`config.mk`:
```
export PLATFORM = sky130hd
export DESIGN_NAME = poly_saw_synth_voice_engine
export DESIGN_NICKNAME = d
export VERILOG_FILES = /design/src/design/psv_pkg.sv /design/src/design/psv_note_rom.sv /design/src/design/psv_voice_bank.sv /design/src/design/psv_mix_pipe.sv /design/src/design/poly_saw_synth_voice_engine.sv
export SDC_FILE = /design/constraint.sdc
export NUM_CORES = 2
export LEC_CHECK = 0
export BUFFER_PORTS_ARGS = -buffer_cell sky130_fd_sc_hd__buf_2
export CAP_MARGIN = 20
export CORE_MARGIN = 2
export CORE_UTILIZATION = 40
export DETAILED_ROUTE_END_ITERATION = 7
export GPL_ROUTABILITY_DRIVEN = 0
export PLACE_DENSITY_LB_ADDON = 0.05
export REMOVE_ABC_BUFFERS = 1
export SLEW_MARGIN = 10
export SYNTH_ARGS = -nofsm -noshare
export SYNTH_HDL_FRONTEND = slang
export SYNTH_SLANG_ARGS = --single-unit
export TNS_END_PERCENT = 1
```
`constraint.sdc`:
```
create_clock -name clk -period 6.8 [get_ports clk]
set_input_delay 1.36 -clock clk [delete_from_list [all_inputs] [get_ports clk]]
set_output_delay 1.36 -clock clk [all_outputs]
set_load 0.01 [all_outputs]
```
`src/design/psv_pkg.sv`:
```
package psv_pkg;

    localparam int NUM_VOICES_DEF  = 8;
    localparam int SAMPLE_RATE_DEF = 48000;
    localparam int PHASE_BITS_DEF  = 24;

    localparam int ACTION_W = 2;
    localparam int STATUS_W = 8;
    localparam int NOTE_W   = 7;
    localparam int VEL_W    = 7;
    localparam int LEVEL_W  = 16;
    localparam int CFG_W    = 16;
    localparam int CIDX_W   = 2;
    localparam int SAMPLE_W = 24;
    localparam int SAW_FRAC = 22;
    localparam int SAW_W    = SAW_FRAC + 1;

    localparam logic [ACTION_W-1:0] ACT_MIDI    = 2'd0;
    localparam logic [ACTION_W-1:0] ACT_TICK    = 2'd1;
    localparam logic [ACTION_W-1:0] ACT_REL_ALL = 2'd2;

    localparam logic [3:0] KIND_NOTE_ON  = 4'h9;
    localparam logic [3:0] KIND_NOTE_OFF = 4'h8;

    localparam logic [CIDX_W-1:0] REG_ATTACK  = 2'd0;
    localparam logic [CIDX_W-1:0] REG_RELEASE = 2'd1;
    localparam logic [CIDX_W-1:0] REG_GAIN    = 2'd2;

    localparam logic [CFG_W-1:0] ATTACK_RST  = 16'd27;
    localparam logic [CFG_W-1:0] RELEASE_RST = 16'd7;
    localparam logic [CFG_W-1:0] GAIN_RST    = 16'd32768;

    localparam logic [LEVEL_W-1:0] VEL_SCALE = 16'd516;

    localparam int SAMPLE_MAX_I = 8388607;
    localparam int SAMPLE_MIN_I = -8388608;

    typedef enum logic [2:0] {
        VOP_IDLE,
        VOP_NOTE_ON,
        VOP_NOTE_OFF,
        VOP_REL_ALL,
        VOP_TICK
    } vop_t;

    typedef struct packed {
        vop_t              op;
        logic              last;
        logic [NOTE_W-1:0] note;
        logic [VEL_W-1:0]  velocity;
    } voice_cmd_t;

    typedef struct packed {
        logic claim;
    } voice_stat_t;

    typedef struct packed {
        logic [CFG_W-1:0] attack_step;
        logic [CFG_W-1:0] release_step;
        logic [CFG_W-1:0] output_gain;
    } cfg_t;

    typedef struct packed {
        logic                    valid;
        logic signed [SAW_W-1:0] saw;
        logic [LEVEL_W-1:0]      level;
    } mix_in_t;

    // equal-tempered semitone ratios, Q1.30
    function automatic logic [31:0] semitone_q30(input int unsigned k);
        logic [31:0] r;
        case (k)
            0:       r = 32'd1073741824;
            1:       r = 32'd1137589835;
            2:       r = 32'd1205234447;
            3:       r = 32'd1276901417;
            4:       r = 32'd1352829926;
            5:       r = 32'd1433273380;
            6:       r = 32'd1518500250;
            7:       r = 32'd1608794974;
            8:       r = 32'd1704458901;
            9:       r = 32'd1805811301;
            10:      r = 32'd1913190429;
            default: r = 32'd2026954652;
        endcase
        return r;
    endfunction

endpackage

```
`src/design/psv_note_rom.sv`:
```
module psv_note_rom #(
    parameter int SAMPLE_RATE = psv_pkg::SAMPLE_RATE_DEF,
    parameter int PHASE_BITS  = psv_pkg::PHASE_BITS_DEF
) (
    input  logic [psv_pkg::NOTE_W-1:0] note,
    output logic [PHASE_BITS-1:0]      inc
);
    import psv_pkg::*;

    localparam int NUM_NOTES = 2 ** NOTE_W;

    logic [PHASE_BITS-1:0] rom [NUM_NOTES];

    for (genvar n = 0; n < NUM_NOTES; n++)
    begin : g_note
        localparam int          D    = n + 3;
        localparam int          OCT  = D / 12;
        localparam logic [63:0] NUMV = 64'd440 * 64'(semitone_q30(D % 12));
        localparam int          E    = OCT - 36 + PHASE_BITS;
        localparam int          EP   = (E >= 0) ? E : 0;
        localparam int          EN   = (E < 0) ? -E : 0;
        localparam logic [63:0] DEN  = 64'(SAMPLE_RATE) << EN;
        localparam logic [63:0] INC  = (E >= 0)
            ? (((NUMV << EP) + 64'(SAMPLE_RATE / 2)) / 64'(SAMPLE_RATE))
            : ((NUMV + DEN / 2) / DEN);
        assign rom[n] = INC[PHASE_BITS-1:0];
    end

    assign inc = rom[note];

endmodule

```
`src/design/psv_voice_bank.sv`:
```
module psv_voice_bank #(
    parameter int NUM_VOICES  = psv_pkg::NUM_VOICES_DEF,
    parameter int SAMPLE_RATE = psv_pkg::SAMPLE_RATE_DEF,
    parameter int PHASE_BITS  = psv_pkg::PHASE_BITS_DEF,
    localparam int VIDX_W     = $clog2(NUM_VOICES)
) (
    input  logic                 clk,
    input  logic                 rst_n,
    input  psv_pkg::voice_cmd_t  cmd,
    input  logic [VIDX_W-1:0]    idx,
    input  psv_pkg::cfg_t        cfg,
    output psv_pkg::voice_stat_t stat,
    output psv_pkg::mix_in_t     mix_in
);
    import psv_pkg::*;

    logic [NUM_VOICES-1:0] active_reg;
    logic [NUM_VOICES-1:0] released_reg;
    logic [LEVEL_W-1:0]    level_reg  [NUM_VOICES];
    logic [NOTE_W-1:0]     note_reg   [NUM_VOICES];
    logic [LEVEL_W-1:0]    target_reg [NUM_VOICES];
    logic [PHASE_BITS-1:0] phase_reg  [NUM_VOICES];
    mix_in_t               mix_in_reg;
    mix_in_t               mix_in_next;

    logic                  cur_active;
    logic                  cur_released;
    logic [LEVEL_W-1:0]    cur_level;
    logic [LEVEL_W-1:0]    cur_target;
    logic [NOTE_W-1:0]     cur_note;
    logic [PHASE_BITS-1:0] cur_phase;
    logic [PHASE_BITS-1:0] cur_inc;
    logic [SAW_FRAC-1:0]   s22;
    logic [LEVEL_W:0]      att_sum;
    logic [LEVEL_W-1:0]    level_next;
    logic                  deact;
    logic                  on_we;
    logic                  rel_we;
    logic                  tick_we;
    logic [VIDX_W-1:0]     slot;

    assign cur_active   = active_reg[idx];
    assign cur_released = released_reg[idx];
    assign cur_level    = level_reg[idx];
    assign cur_target   = target_reg[idx];
    assign cur_note     = note_reg[idx];
    assign cur_phase    = phase_reg[idx];

    psv_note_rom #(
        .SAMPLE_RATE (SAMPLE_RATE),
        .PHASE_BITS  (PHASE_BITS)
    ) u_rom (
        .note (cur_note),
        .inc  (cur_inc)
    );

    if (PHASE_BITS >= SAW_FRAC)
    begin : g_saw_hi
        assign s22 = cur_phase[PHASE_BITS-1 -: SAW_FRAC];
    end
    else
    begin : g_saw_lo
        assign s22 = {cur_phase, {(SAW_FRAC - PHASE_BITS){1'b0}}};
    end

    always_comb
    begin
        stat.claim = !cur_active || cmd.last;
        slot       = cur_active ? '0 : idx;
        on_we      = (cmd.op == VOP_NOTE_ON) && stat.claim;
        rel_we     = cur_active && (((cmd.op == VOP_NOTE_OFF) && (cur_note == cmd.note))
                                    || (cmd.op == VOP_REL_ALL));
        tick_we    = (cmd.op == VOP_TICK) && cur_active;

        att_sum    = {1'b0, cur_level} + {1'b0, cfg.attack_step};
        deact      = 1'b0;
        level_next = cur_level;
        if (cur_released)
        begin
            if (cur_level <= cfg.release_step)
            begin
                level_next = '0;
                deact      = 1'b1;
            end
            else
            begin
                level_next = cur_level - cfg.release_step;
            end
        end
        else if (cur_level < cur_target)
        begin
            level_next = (att_sum > {1'b0, cur_target}) ? cur_target : att_sum[LEVEL_W-1:0];
        end

        // saw = 2*s - 2^22
        mix_in_next.valid = tick_we;
        mix_in_next.saw   = {~s22[SAW_FRAC-1], s22[SAW_FRAC-2:0], 1'b0};
        mix_in_next.level = level_next;
    end

    always_ff @(posedge clk or negedge rst_n)
    begin
        if (!rst_n)
        begin
            active_reg   <= '0;
            released_reg <= '0;
            mix_in_reg   <= '0;
            for (int i = 0; i < NUM_VOICES; i++)
            begin
                level_reg[i] <= '0;
            end
        end
        else
        begin
            mix_in_reg <= mix_in_next;
            if (on_we)
            begin
                active_reg[slot]   <= 1'b1;
                released_reg[slot] <= 1'b0;
                level_reg[slot]    <= '0;
            end
            if (rel_we)
            begin
                released_reg[idx] <= 1'b1;
            end
            if (tick_we)
            begin
                level_reg[idx] <= level_next;
                if (deact)
                begin
                    active_reg[idx] <= 1'b0;
                end
            end
        end
    end

    always_ff @(posedge clk)
    begin
        if (on_we)
        begin
            note_reg[slot]   <= cmd.note;
            target_reg[slot] <= LEVEL_W'({{(LEVEL_W - VEL_W){1'b0}}, cmd.velocity} * VEL_SCALE);
            phase_reg[slot]  <= '0;
        end
        if (tick_we)
        begin
            phase_reg[idx] <= cur_phase + cur_inc;
        end
    end

    assign mix_in = mix_in_reg;

endmodule

```
`src/design/psv_mix_pipe.sv`:
```
module psv_mix_pipe #(
    parameter int NUM_VOICES = psv_pkg::NUM_VOICES_DEF,
    localparam int SUM_W     = psv_pkg::SAMPLE_W + $clog2(NUM_VOICES)
) (
    input  logic                    clk,
    input  logic                    rst_n,
    input  logic                    clear,
    input  psv_pkg::mix_in_t        mix_in,
    input  logic [psv_pkg::CFG_W-1:0] gain,
    output logic                    busy,
    output logic signed [SUM_W-1:0] sum
);
    import psv_pkg::*;

    localparam int GL_W   = CFG_W + LEVEL_W;
    localparam int P_W    = SAW_W + GL_W + 1;
    localparam int HI_W   = SAW_W;
    localparam int Q_W    = 2 * HI_W;
    localparam int DIV5_K = 25;
    localparam logic [HI_W-1:0] DIV5_MULT = 23'd6710887;   // ceil(2^25 / 5)

    logic                    v1_reg, v2_reg, v3_reg, v4_reg;
    logic [GL_W-1:0]         gl_reg;
    logic signed [SAW_W-1:0] saw1_reg;
    logic signed [P_W-1:0]   p_reg;
    logic [P_W-1:0]          mag;
    logic                    neg3_reg, neg4_reg;
    logic [HI_W-1:0]         hi3_reg;
    logic [Q_W-1:0]          q4_reg;
    logic signed [SUM_W-1:0] sum_reg;
    logic signed [SUM_W-1:0] sum_next;
    logic signed [SUM_W-1:0] contrib_mag;
    logic signed [GL_W:0]    gl_s;

    assign gl_s = {1'b0, gl_reg};
    assign mag  = p_reg[P_W-1] ? (~p_reg + 1'b1) : p_reg;

    always_comb
    begin
        contrib_mag = SUM_W'(q4_reg[Q_W-1:DIV5_K]);
        sum_next    = sum_reg;
        if (clear)
        begin
            sum_next = '0;
        end
        else if (v4_reg)
        begin
            sum_next = neg4_reg ? (sum_reg - contrib_mag) : (sum_reg + contrib_mag);
        end
    end

    always_ff @(posedge clk or negedge rst_n)
    begin
        if (!rst_n)
        begin
            v1_reg  <= 1'b0;
            v2_reg  <= 1'b0;
            v3_reg  <= 1'b0;
            v4_reg  <= 1'b0;
            sum_reg <= '0;
        end
        else
        begin
            v1_reg  <= mix_in.valid;
            v2_reg  <= v1_reg;
            v3_reg  <= v2_reg;
            v4_reg  <= v3_reg;
            sum_reg <= sum_next;
        end
    end

    always_ff @(posedge clk)
    begin
        gl_reg   <= {{LEVEL_W{1'b0}}, gain} * {{CFG_W{1'b0}}, mix_in.level};
        saw1_reg <= mix_in.saw;
        p_reg    <= saw1_reg * gl_s;
        neg3_reg <= p_reg[P_W-1];
        hi3_reg  <= mag[P_W-2 -: HI_W];
        neg4_reg <= neg3_reg;
        q4_reg   <= hi3_reg * DIV5_MULT;
    end

    assign busy = mix_in.valid | v1_reg | v2_reg | v3_reg | v4_reg;
    assign sum  = sum_reg;

endmodule

```
`src/design/poly_saw_synth_voice_engine.sv`:
```
// Channel  Dir  Handshake              Payload
// s_       in   s_tvalid / s_tready    tuser: action; tdata: status, note, velocity
// m_       out  m_tvalid / m_tready    tdata: sample (Q2.22, saturated)
// cfg_     in   cfg_valid / cfg_ready  cfg_index, cfg_data
//
// Every item is accepted in idle. A tick then walks all NUM_VOICES voices, drains the
// multiply pipe and loads the output register. Note-on walks until the first free voice
// (at the last voice it claims voice 0 if all voices are busy); note-off and all-off
// walk all NUM_VOICES voices. Other events are accepted without leaving idle.
// Reset clears all voices and loads register defaults; cfg_ready is always high.
// A finished sample waits in the output register; a following tick stalls before
// loading it until the register is free.
module poly_saw_synth_voice_engine #(
    parameter int NUM_VOICES  = psv_pkg::NUM_VOICES_DEF,
    parameter int SAMPLE_RATE = psv_pkg::SAMPLE_RATE_DEF,
    parameter int PHASE_BITS  = psv_pkg::PHASE_BITS_DEF
) (
    input  logic                          clk,
    input  logic                          rst_n,
    input  logic                          s_tvalid,
    output logic                          s_tready,
    input  logic [23:0]                   s_tdata,   // status_byte[7:0], note_number[14:8],
                                                     // velocity[21:15], zero[23:22]
    input  logic [psv_pkg::ACTION_W-1:0]  s_tuser,   // action[1:0]
    output logic                          m_tvalid,
    input  logic                          m_tready,
    output logic [psv_pkg::SAMPLE_W-1:0]  m_tdata,   // sample[23:0]
    input  logic                          cfg_valid,
    output logic                          cfg_ready,
    input  logic [psv_pkg::CIDX_W-1:0]    cfg_index,
    input  logic [psv_pkg::CFG_W-1:0]     cfg_data
);
    import psv_pkg::*;

    localparam int VIDX_W = $clog2(NUM_VOICES);
    localparam int SUM_W  = SAMPLE_W + $clog2(NUM_VOICES);
    localparam logic [VIDX_W-1:0]     LAST_IDX = VIDX_W'(NUM_VOICES - 1);
    localparam logic signed [SUM_W-1:0] SAT_HI = SUM_W'(SAMPLE_MAX_I);
    localparam logic signed [SUM_W-1:0] SAT_LO = SUM_W'(SAMPLE_MIN_I);

    typedef enum logic [1:0] {
        ST_IDLE,
        ST_WALK,
        ST_DRAIN
    } state_t;

    state_t                  state_reg, state_next;
    vop_t                    op_reg, op_next;
    logic [NOTE_W-1:0]       note_reg, note_next;
    logic [VEL_W-1:0]        vel_reg, vel_next;
    logic [VIDX_W-1:0]       idx_reg, idx_next;
    logic                    m_tvalid_reg, m_tvalid_next;
    logic [SAMPLE_W-1:0]     m_tdata_reg, m_tdata_next;
    cfg_t                    cfg_reg;

    logic [STATUS_W-1:0]     in_status;
    logic [NOTE_W-1:0]       in_note;
    logic [VEL_W-1:0]        in_vel;
    voice_cmd_t              cmd;
    voice_stat_t             vstat;
    mix_in_t                 mix_in;
    logic                    mix_clear;
    logic                    mix_busy;
    logic signed [SUM_W-1:0] mix_sum;
    logic [SAMPLE_W-1:0]     sat;

    assign in_status = s_tdata[7:0];
    assign in_note   = s_tdata[14:8];
    assign in_vel    = s_tdata[21:15];

    assign s_tready  = (state_reg == ST_IDLE);
    assign cfg_ready = 1'b1;
    assign m_tvalid  = m_tvalid_reg;
    assign m_tdata   = m_tdata_reg;

    assign cmd.op       = (state_reg == ST_WALK) ? op_reg : VOP_IDLE;
    assign cmd.last     = (idx_reg == LAST_IDX);
    assign cmd.note     = note_reg;
    assign cmd.velocity = vel_reg;

    assign mix_clear = s_tvalid && s_tready && (s_tuser == ACT_TICK);

    assign sat = (mix_sum > SAT_HI) ? SAT_HI[SAMPLE_W-1:0]
               : (mix_sum < SAT_LO) ? SAT_LO[SAMPLE_W-1:0]
               : mix_sum[SAMPLE_W-1:0];

    psv_voice_bank #(
        .NUM_VOICES  (NUM_VOICES),
        .SAMPLE_RATE (SAMPLE_RATE),
        .PHASE_BITS  (PHASE_BITS)
    ) u_bank (
        .clk    (clk),
        .rst_n  (rst_n),
        .cmd    (cmd),
        .idx    (idx_reg),
        .cfg    (cfg_reg),
        .stat   (vstat),
        .mix_in (mix_in)
    );

    psv_mix_pipe #(
        .NUM_VOICES (NUM_VOICES)
    ) u_mix (
        .clk    (clk),
        .rst_n  (rst_n),
        .clear  (mix_clear),
        .mix_in (mix_in),
        .gain   (cfg_reg.output_gain),
        .busy   (mix_busy),
        .sum    (mix_sum)
    );

    always_ff @(posedge clk or negedge rst_n)
    begin
        if (!rst_n)
        begin
            cfg_reg.attack_step  <= ATTACK_RST;
            cfg_reg.release_step <= RELEASE_RST;
            cfg_reg.output_gain  <= GAIN_RST;
        end
        else if (cfg_valid)
        begin
            unique case (cfg_index)
                REG_ATTACK:  cfg_reg.attack_step  <= cfg_data;
                REG_RELEASE: cfg_reg.release_step <= cfg_data;
                REG_GAIN:    cfg_reg.output_gain  <= cfg_data;
                default:     ;
            endcase
        end
    end

    always_comb
    begin
        state_next    = state_reg;
        op_next       = op_reg;
        note_next     = note_reg;
        vel_next      = vel_reg;
        idx_next      = idx_reg;
        m_tvalid_next = m_tvalid_reg && !m_tready;
        m_tdata_next  = m_tdata_reg;
        unique case (state_reg)
            ST_IDLE:
            begin
                if (s_tvalid)
                begin
                    note_next = in_note;
                    vel_next  = in_vel;
                    idx_next  = '0;
                    case (s_tuser)
                        ACT_TICK:
                        begin
                            op_next    = VOP_TICK;
                            state_next = ST_WALK;
                        end
                        ACT_REL_ALL:
                        begin
                            op_next    = VOP_REL_ALL;
                            state_next = ST_WALK;
                        end
                        ACT_MIDI:
                        begin
                            case (in_status[7:4])
                                KIND_NOTE_ON:
                                begin
                                    op_next    = (in_vel != '0) ? VOP_NOTE_ON : VOP_NOTE_OFF;
                                    state_next = ST_WALK;
                                end
                                KIND_NOTE_OFF:
                                begin
                                    op_next    = VOP_NOTE_OFF;
                                    state_next = ST_WALK;
                                end
                                default: ;
                            endcase
                        end
                        default: ;
                    endcase
                end
            end
            ST_WALK:
            begin
                if (cmd.last || ((op_reg == VOP_NOTE_ON) && vstat.claim))
                begin
                    idx_next   = '0;
                    state_next = (op_reg == VOP_TICK) ? ST_DRAIN : ST_IDLE;
                end
                else
                begin
                    idx_next = idx_reg + 1'b1;
                end
            end
            ST_DRAIN:
            begin
                if (!mix_busy && (!m_tvalid_reg || m_tready))
                begin
                    m_tvalid_next = 1'b1;
                    m_tdata_next  = sat;
                    state_next    = ST_IDLE;
                end
            end
            default:
            begin
                state_next = ST_IDLE;
            end
        endcase
    end

    always_ff @(posedge clk or negedge rst_n)
    begin
        if (!rst_n)
        begin
            state_reg    <= ST_IDLE;
            op_reg       <= VOP_IDLE;
            note_reg     <= '0;
            vel_reg      <= '0;
            idx_reg      <= '0;
            m_tvalid_reg <= 1'b0;
            m_tdata_reg  <= '0;
        end
        else
        begin
            state_reg    <= state_next;
            op_reg       <= op_next;
            note_reg     <= note_next;
            vel_reg      <= vel_next;
            idx_reg      <= idx_next;
            m_tvalid_reg <= m_tvalid_next;
            m_tdata_reg  <= m_tdata_next;
        end
    end

endmodule

```
Word-level counts from Yosys, hierarchy flattened

Memory sizes are Yosys's and may differ from the RTL's.
Cells that the tools add are included.

Add/sub/neg operators: 7
$mul: 4
$lt $le $gt $ge: 14
Equal/unequal tests: 22
Multiplexer cells: 61
Bitwise operators: 17
Reductions and logical operators: 39

Operators by type and width:

| cell                     | number |
|---|---|
| $mux W128                | 2 |
| $and A128 B128 Y128      | 1 |
| $bwmux W128              | 1 |
| $mux W16                 | 8 |
| $not A128 Y128           | 1 |
| $mux W24                 | 5 |
| $demux W16 S3            | 2 |
| $mux W27                 | 3 |
| $add A55 B1 Y55 const B  | 1 |
| $mul A22 B33 Y55         | 1 |
| $mux W55                 | 1 |
| $not A55 Y55             | 1 |
| $bmux W16 S3             | 1 |
| $mul A23 B23 Y46 const B | 1 |
| $mux W8                  | 5 |
| $mul A16 B16 Y32         | 1 |
| $add A27 B22 Y27         | 1 |
| $gt A27 B24 Y1 const B   | 1 |
| $lt A27 B24 Y1 const B   | 1 |
| $sub A27 B22 Y27         | 1 |
| $add A24 B24 Y24         | 1 |
| $reduce_or A24 Y1        | 1 |
| $add A16 B16 Y17         | 1 |
| $gt A17 B16 Y1           | 1 |
| 48 further kinds         | 121 |

Register bits after elaboration: 490
RAM bits: 360
Memory bits (read-only): 3,072
Input port bits: 49
Output and inout bits: 27
Logic and storage cells: 203
Memories: 4

Memory list:

| memory            | words | bits a word | read ports | clocked after memory_dff | write ports | RTL line             | source |
|---|---|---|---|---|---|---|---|
| (name not given)  | 128   | 24          | 1          | 0                        | 0           | psv_note_rom.sv:29   | `assign inc = rom[note];` |
| u_bank.phase_reg  | 8     | 24          | 1          | 0                        | 1           | psv_voice_bank.sv:22 | `logic [PHASE_BITS-1:0] phase_reg [NUM_VOICES];` |
| u_bank.target_reg | 8     | 14          | 1          | 0                        | 1           | psv_voice_bank.sv:21 | `logic [LEVEL_W-1:0] target_reg [NUM_VOICES];` |
| u_bank.note_reg   | 8     | 7           | 1          | 0                        | 1           | psv_voice_bank.sv:20 | `logic [NOTE_W-1:0] note_reg [NUM_VOICES];` |

Depth between registers and ports, before layout

Depth after elaboration: 13
Depth in mapped cells: 31
Gate-level depth less buffers: 26

Modules after synthesis

From an unflattened synthesis, not the netlist that was laid out.

Cell total of the unflattened synthesis: 7,665
Area, all modules: 77,119.0 µm²

By module, submodules not included:

| module                      | times used | cells an instance | area an instance (µm²) | sequential area each (µm²) |
|---|---|---|---|---|
| psv_mix_pipe                | 1          | 5,184             | 47,857.1               | 3,918.8 |
| psv_voice_bank              | 1          | 1,765             | 22,295.1               | 13,708.1 |
| poly_saw_synth_voice_engine | 1          | 276               | 3,996.3                | 2,387.3 |
| psv_note_rom                | 1          | 440               | 2,970.3                | 0.0 |

Worst setup path after synthesis

Ideal clock, no wire load.

Path type: register to register
From: reg u_mix.saw1_reg[2]
To: reg u_mix.p_reg[53]
Setup time: 86 ps
Data arrival time: 6,719 ps
Required time: 6,714 ps
Slack: -4 ps
Cell stages (with the launch flop): 25
Buffers on the path: 2
Clock period less this slack: 6,804 ps
Cell sequence: dfxtp_1 -> clkbuf_1 -> nand2_1 -> fa_1 -> fa_1 -> fa_1 -> inv_1 -> fa_1 -> fa_1 -> fa_1 -> inv_1 -> fa_1 -> inv_1 -> ha_1 -> clkbuf_2 -> nand2_1 -> nor3_2 -> or3b_2 -> o22ai_1 -> a211oi_1 -> nor4_1 -> o21ai_1 -> a21boi_0 -> o211ai_1 -> a211oi_1

Cells in the longest elaborated chain, start to end: 1

Ends and longest elaborated chain:

| item                   | RTL line           | source |
|---|---|---|
| from (decl)            | psv_mix_pipe.sv:24 | `logic signed [SAW_W-1:0] saw1_reg;` |
| from (signal assigned) | psv_mix_pipe.sv:75 | `saw1_reg <= mix_in.saw;` |
| $mul A22 B33 Y55       | psv_mix_pipe.sv:76 | `p_reg <= saw1_reg * gl_s;` |
| to (signal assigned)   | psv_mix_pipe.sv:76 |  |
| to (decl)              | psv_mix_pipe.sv:25 | `logic signed [P_W-1:0] p_reg;` |

No other way between the ends.
A chain may end at the register's enable or synchronous reset.

Worst setup path after layout

From: reg u_mix.saw1_reg[8]
To: reg u_mix.p_reg[49]

The elaborated chain is that of the path after synthesis.

==> summary.txt <==
Run status
  • Status: finished with violations
  • Failing checks: negative setup slack

Timing
  • Endpoints failing setup: 7
  • Slew @ Worst Pin: 1.11 ns
  • RSZ-0062 raised after global routing: yes
  • Final Skew: 0.0383 ns
  • TNS Setup: -0.152 ns
  • Crit path time final: 6.84 ns
  • Maximum achievable frequency: 146 MHz
  • Min Hold Slack: 0.332 ns
  • Final Slew Violations: 0
  • Fin. Hold Viols: 0
  • Final worst setup slack: -0.0412 ns
  • Period utilisation layout: 101%
  • Max_slew headroom: 26.1%

Finish
  • Layout area overhead: 17.5%
  • Non-filler cells, final: 10600
  • Layout cells sized above 1: 16.2%
  • Max reg flops: 192
  • Fill count: 17700
  • Final net count: 9770
  • Multi-input gate area: 0.0495 mm2
  • FF/Latch Area: 0.0201 mm2

Die
  • Die height: 436 um
  • Row cnt: 158
  • Initial Util: 40.3%
  • Core area: 0.185 mm2
  • Die ar.: 0.190 mm2
  • Top Ports: 76
  • Die width: 436 um

Clocking
  • Clk buf depth: 3
  • CTS Hold Bufs: 0
  • CTS Buf Count: 90
  • H-tree Lvls: 3
  • Clk slew on worst S/H paths: 0.06 ns
  • Worst-Skew Late Latency: 0.75 ns
  • TritonCTS clock tree: yes
  • Sink Count: 768
  • Root Buffer: clkbuf_16

Synth
  • Seq cells post-synth: 768
  • Mean post-synth cell area: 9.99 um2
  • Synthesized instance count: 7473
  • Ys Warns: 0
  • Largest area contributor in the netlist: fa_1
  • Netlist cell types: 103
  • Post-synth EDFFs: 304
  • Post-synth top area share: 26.9%
  • Mapped Area: 0.0747 mm2
  • Fraction of registers with async set/reset: 40.2%
  • Main synth FF type: edfxtp_1
  • Sequential fraction of the synthesis area: 26.7%
  • Ranking of synthesized cells by area: fa_1, edfxtp_1, ha_1

Critical path
  • CP top delay family: adder cells
  • Most used cell, CP: fa_1
  • Worst-path maximum fanout: 6
  • Critical path's largest stage delay: 0.57 ns
  • WP data required: 7.44 ns
  • Critical Path Slowest Stage Cell: fa_1
  • Critical Path Sink Type: flip-flop
  • Setup Crit Path Kind: flip-flop to flip-flop
  • Worst path buffer plus inverter count: 7
  • Setup crit start: u_mix.saw1_reg[8]
  • Startpoint types: flip-flop
  • WP data arrival: 7.48 ns
  • Worst reg2reg startpoint: u_mix.saw1_reg[8]

GRT
  • Largest net degree at the start of global routing: 186
  • Grt ovf: 0
  • First-pass GRT wire length: 338 mm
  • Gr usage total: 22.7%
  • Vias in the first global route: 58900
  • Initial antenna violation count: 1

Detailed routing
  • DRC: 0
  • DR iter-0 viols: 3047
  • Final ANT Viol Nets: 0
  • Routed len/inst: 20.1 um
  • Routed WL: 213 mm
  • Vias: 54600
  • First-pass DRT Iterations: 5
  • Vias per inst: 5.14

Placement
  • Place WS: -0.743 ns
  • Dpl hpwl: 170 mm
  • Placed cells: 10400
  • IO Port Bufs: 68

Min path
  • Min-delay worst type: flip-flop to flip-flop
  • Hold wc startpoint: u_mix.neg3_reg

Job
  • Max Cap Violations: 0
[per-layer routing]
metal | track usage [%] | up-vias | wire length (um)
met1 | 29.6 | 27600 | 93200
met5 | 0 | - | 0
met3 | 2.49 | 320 | 8040
met2 | 39.5 | 1074 | 106000
li1 | - | 25600 | -
met4 | 6.89 | 0 | 6650
[area by class of cell]
| cell class | count | share of cell area, % |
|---|---|---|
| Tap cell | 2480 | 3.54 |
| Timing Repair Buffer | 828 | 8.29 |
| Multi-Input combinational cell | 5116 | 56.4 |
| Clock inverter | 46 | 0.590 |
| Antenna cell | 3 | 0.00856 |
| Sequential cell | 768 | 22.9 |
| Inverter | 1260 | 5.39 |
| Clock buffer | 124 | 2.92 |
[cells in the mapped netlist, types with 26 or more instances]
library cell / n
a211oi_1: 48
a21o_1: 100
a21oi_1: 236
a221oi_1: 44
a22o_1: 48
a22oi_1: 117
a31oi_1: 26
and2_1: 404
and3_1: 27
buf_2: 33
clkbuf_1: 266
dfrtp_1: 301
dfxtp_1: 155
edfxtp_1: 304
fa_1: 1002
ha_1: 655
inv_1: 1256
mux2_2: 74
nand2_1: 829
nand2b_1: 41
nand3_1: 145
nand4_1: 40
nor2_1: 278
nor2b_1: 28
nor3_1: 63
o211ai_1: 28
o21a_1: 36
o21ai_0: 247
o21ai_1: 63
o31ai_1: 32
xnor2_1: 144
xor2_1: 57
[timing repair]
| item | in CTS | in global routing |
|---|---|---|
| gates cloned | 1 | 5 |
| setup endpoints to repair | 75 | 210 |
| gates resized for setup | 122 | 152 |
| setup buffers | 11 | 15 |
| pin swaps | 61 | 72 |
[path summary, 6_finish.rpt]
kind | to | slack, ns | cells past startpoint
max reg2reg | u_mix.p_reg[49] | -0.04 | 25
max in group asynchronous | cfg_reg[4] | 4.69 | 2
min reg2reg | u_mix.neg4_reg | 0.33 | 0
min | u_mix.neg4_reg | 0.33 | 0
min in group asynchronous | m_tdata[18] | 0.58 | 1
max | u_mix.p_reg[49] | -0.04 | 25
[cells by family (layout without fill, tap and decap cells)]
family,after synthesis,in the layout,share of synthesized area [%]
mux,110,110,1.85
compound gates,1188,1188,10.5
xor+xnor,201,201,2.36
fa+ha+maj,1657,1657,37.8
other cells,1,4,0.00502
simple gates,1959,1959,12.6
buf+inv,1589,2258,8.11
flops,768,768,26.7
[metrics by stage]
step	utilization [%]	cell area, um2
3_5_place_dp	44.9	83300
6_report	47.3	87700
3_3_place_gp	44.9	83300
2_1_floorplan	-	73400
5_1_grt	47.3	87700
4_1_cts	46.9	86900
[cell usage in the layout, fill, tap and decap left out, types with 143 or more instances in the layout]
| cell | instances |
|---|---|
| o21ai_0 | 234 |
| nand3_1 | 143 |
| nor2_1 | 272 |
| buf_4 | 642 |
| fa_1 | 979 |
| edfxtp_1 | 304 |
| xnor2_1 | 144 |
| and2_1 | 400 |
| inv_1 | 1243 |
| ha_1 | 641 |
| dfrtp_1 | 282 |
| a21oi_1 | 224 |
| nand2_1 | 819 |
Power is left out: the tool's default activity adds up to more than one toggle a clock period on the data nets, which glitch-free logic cannot reach.
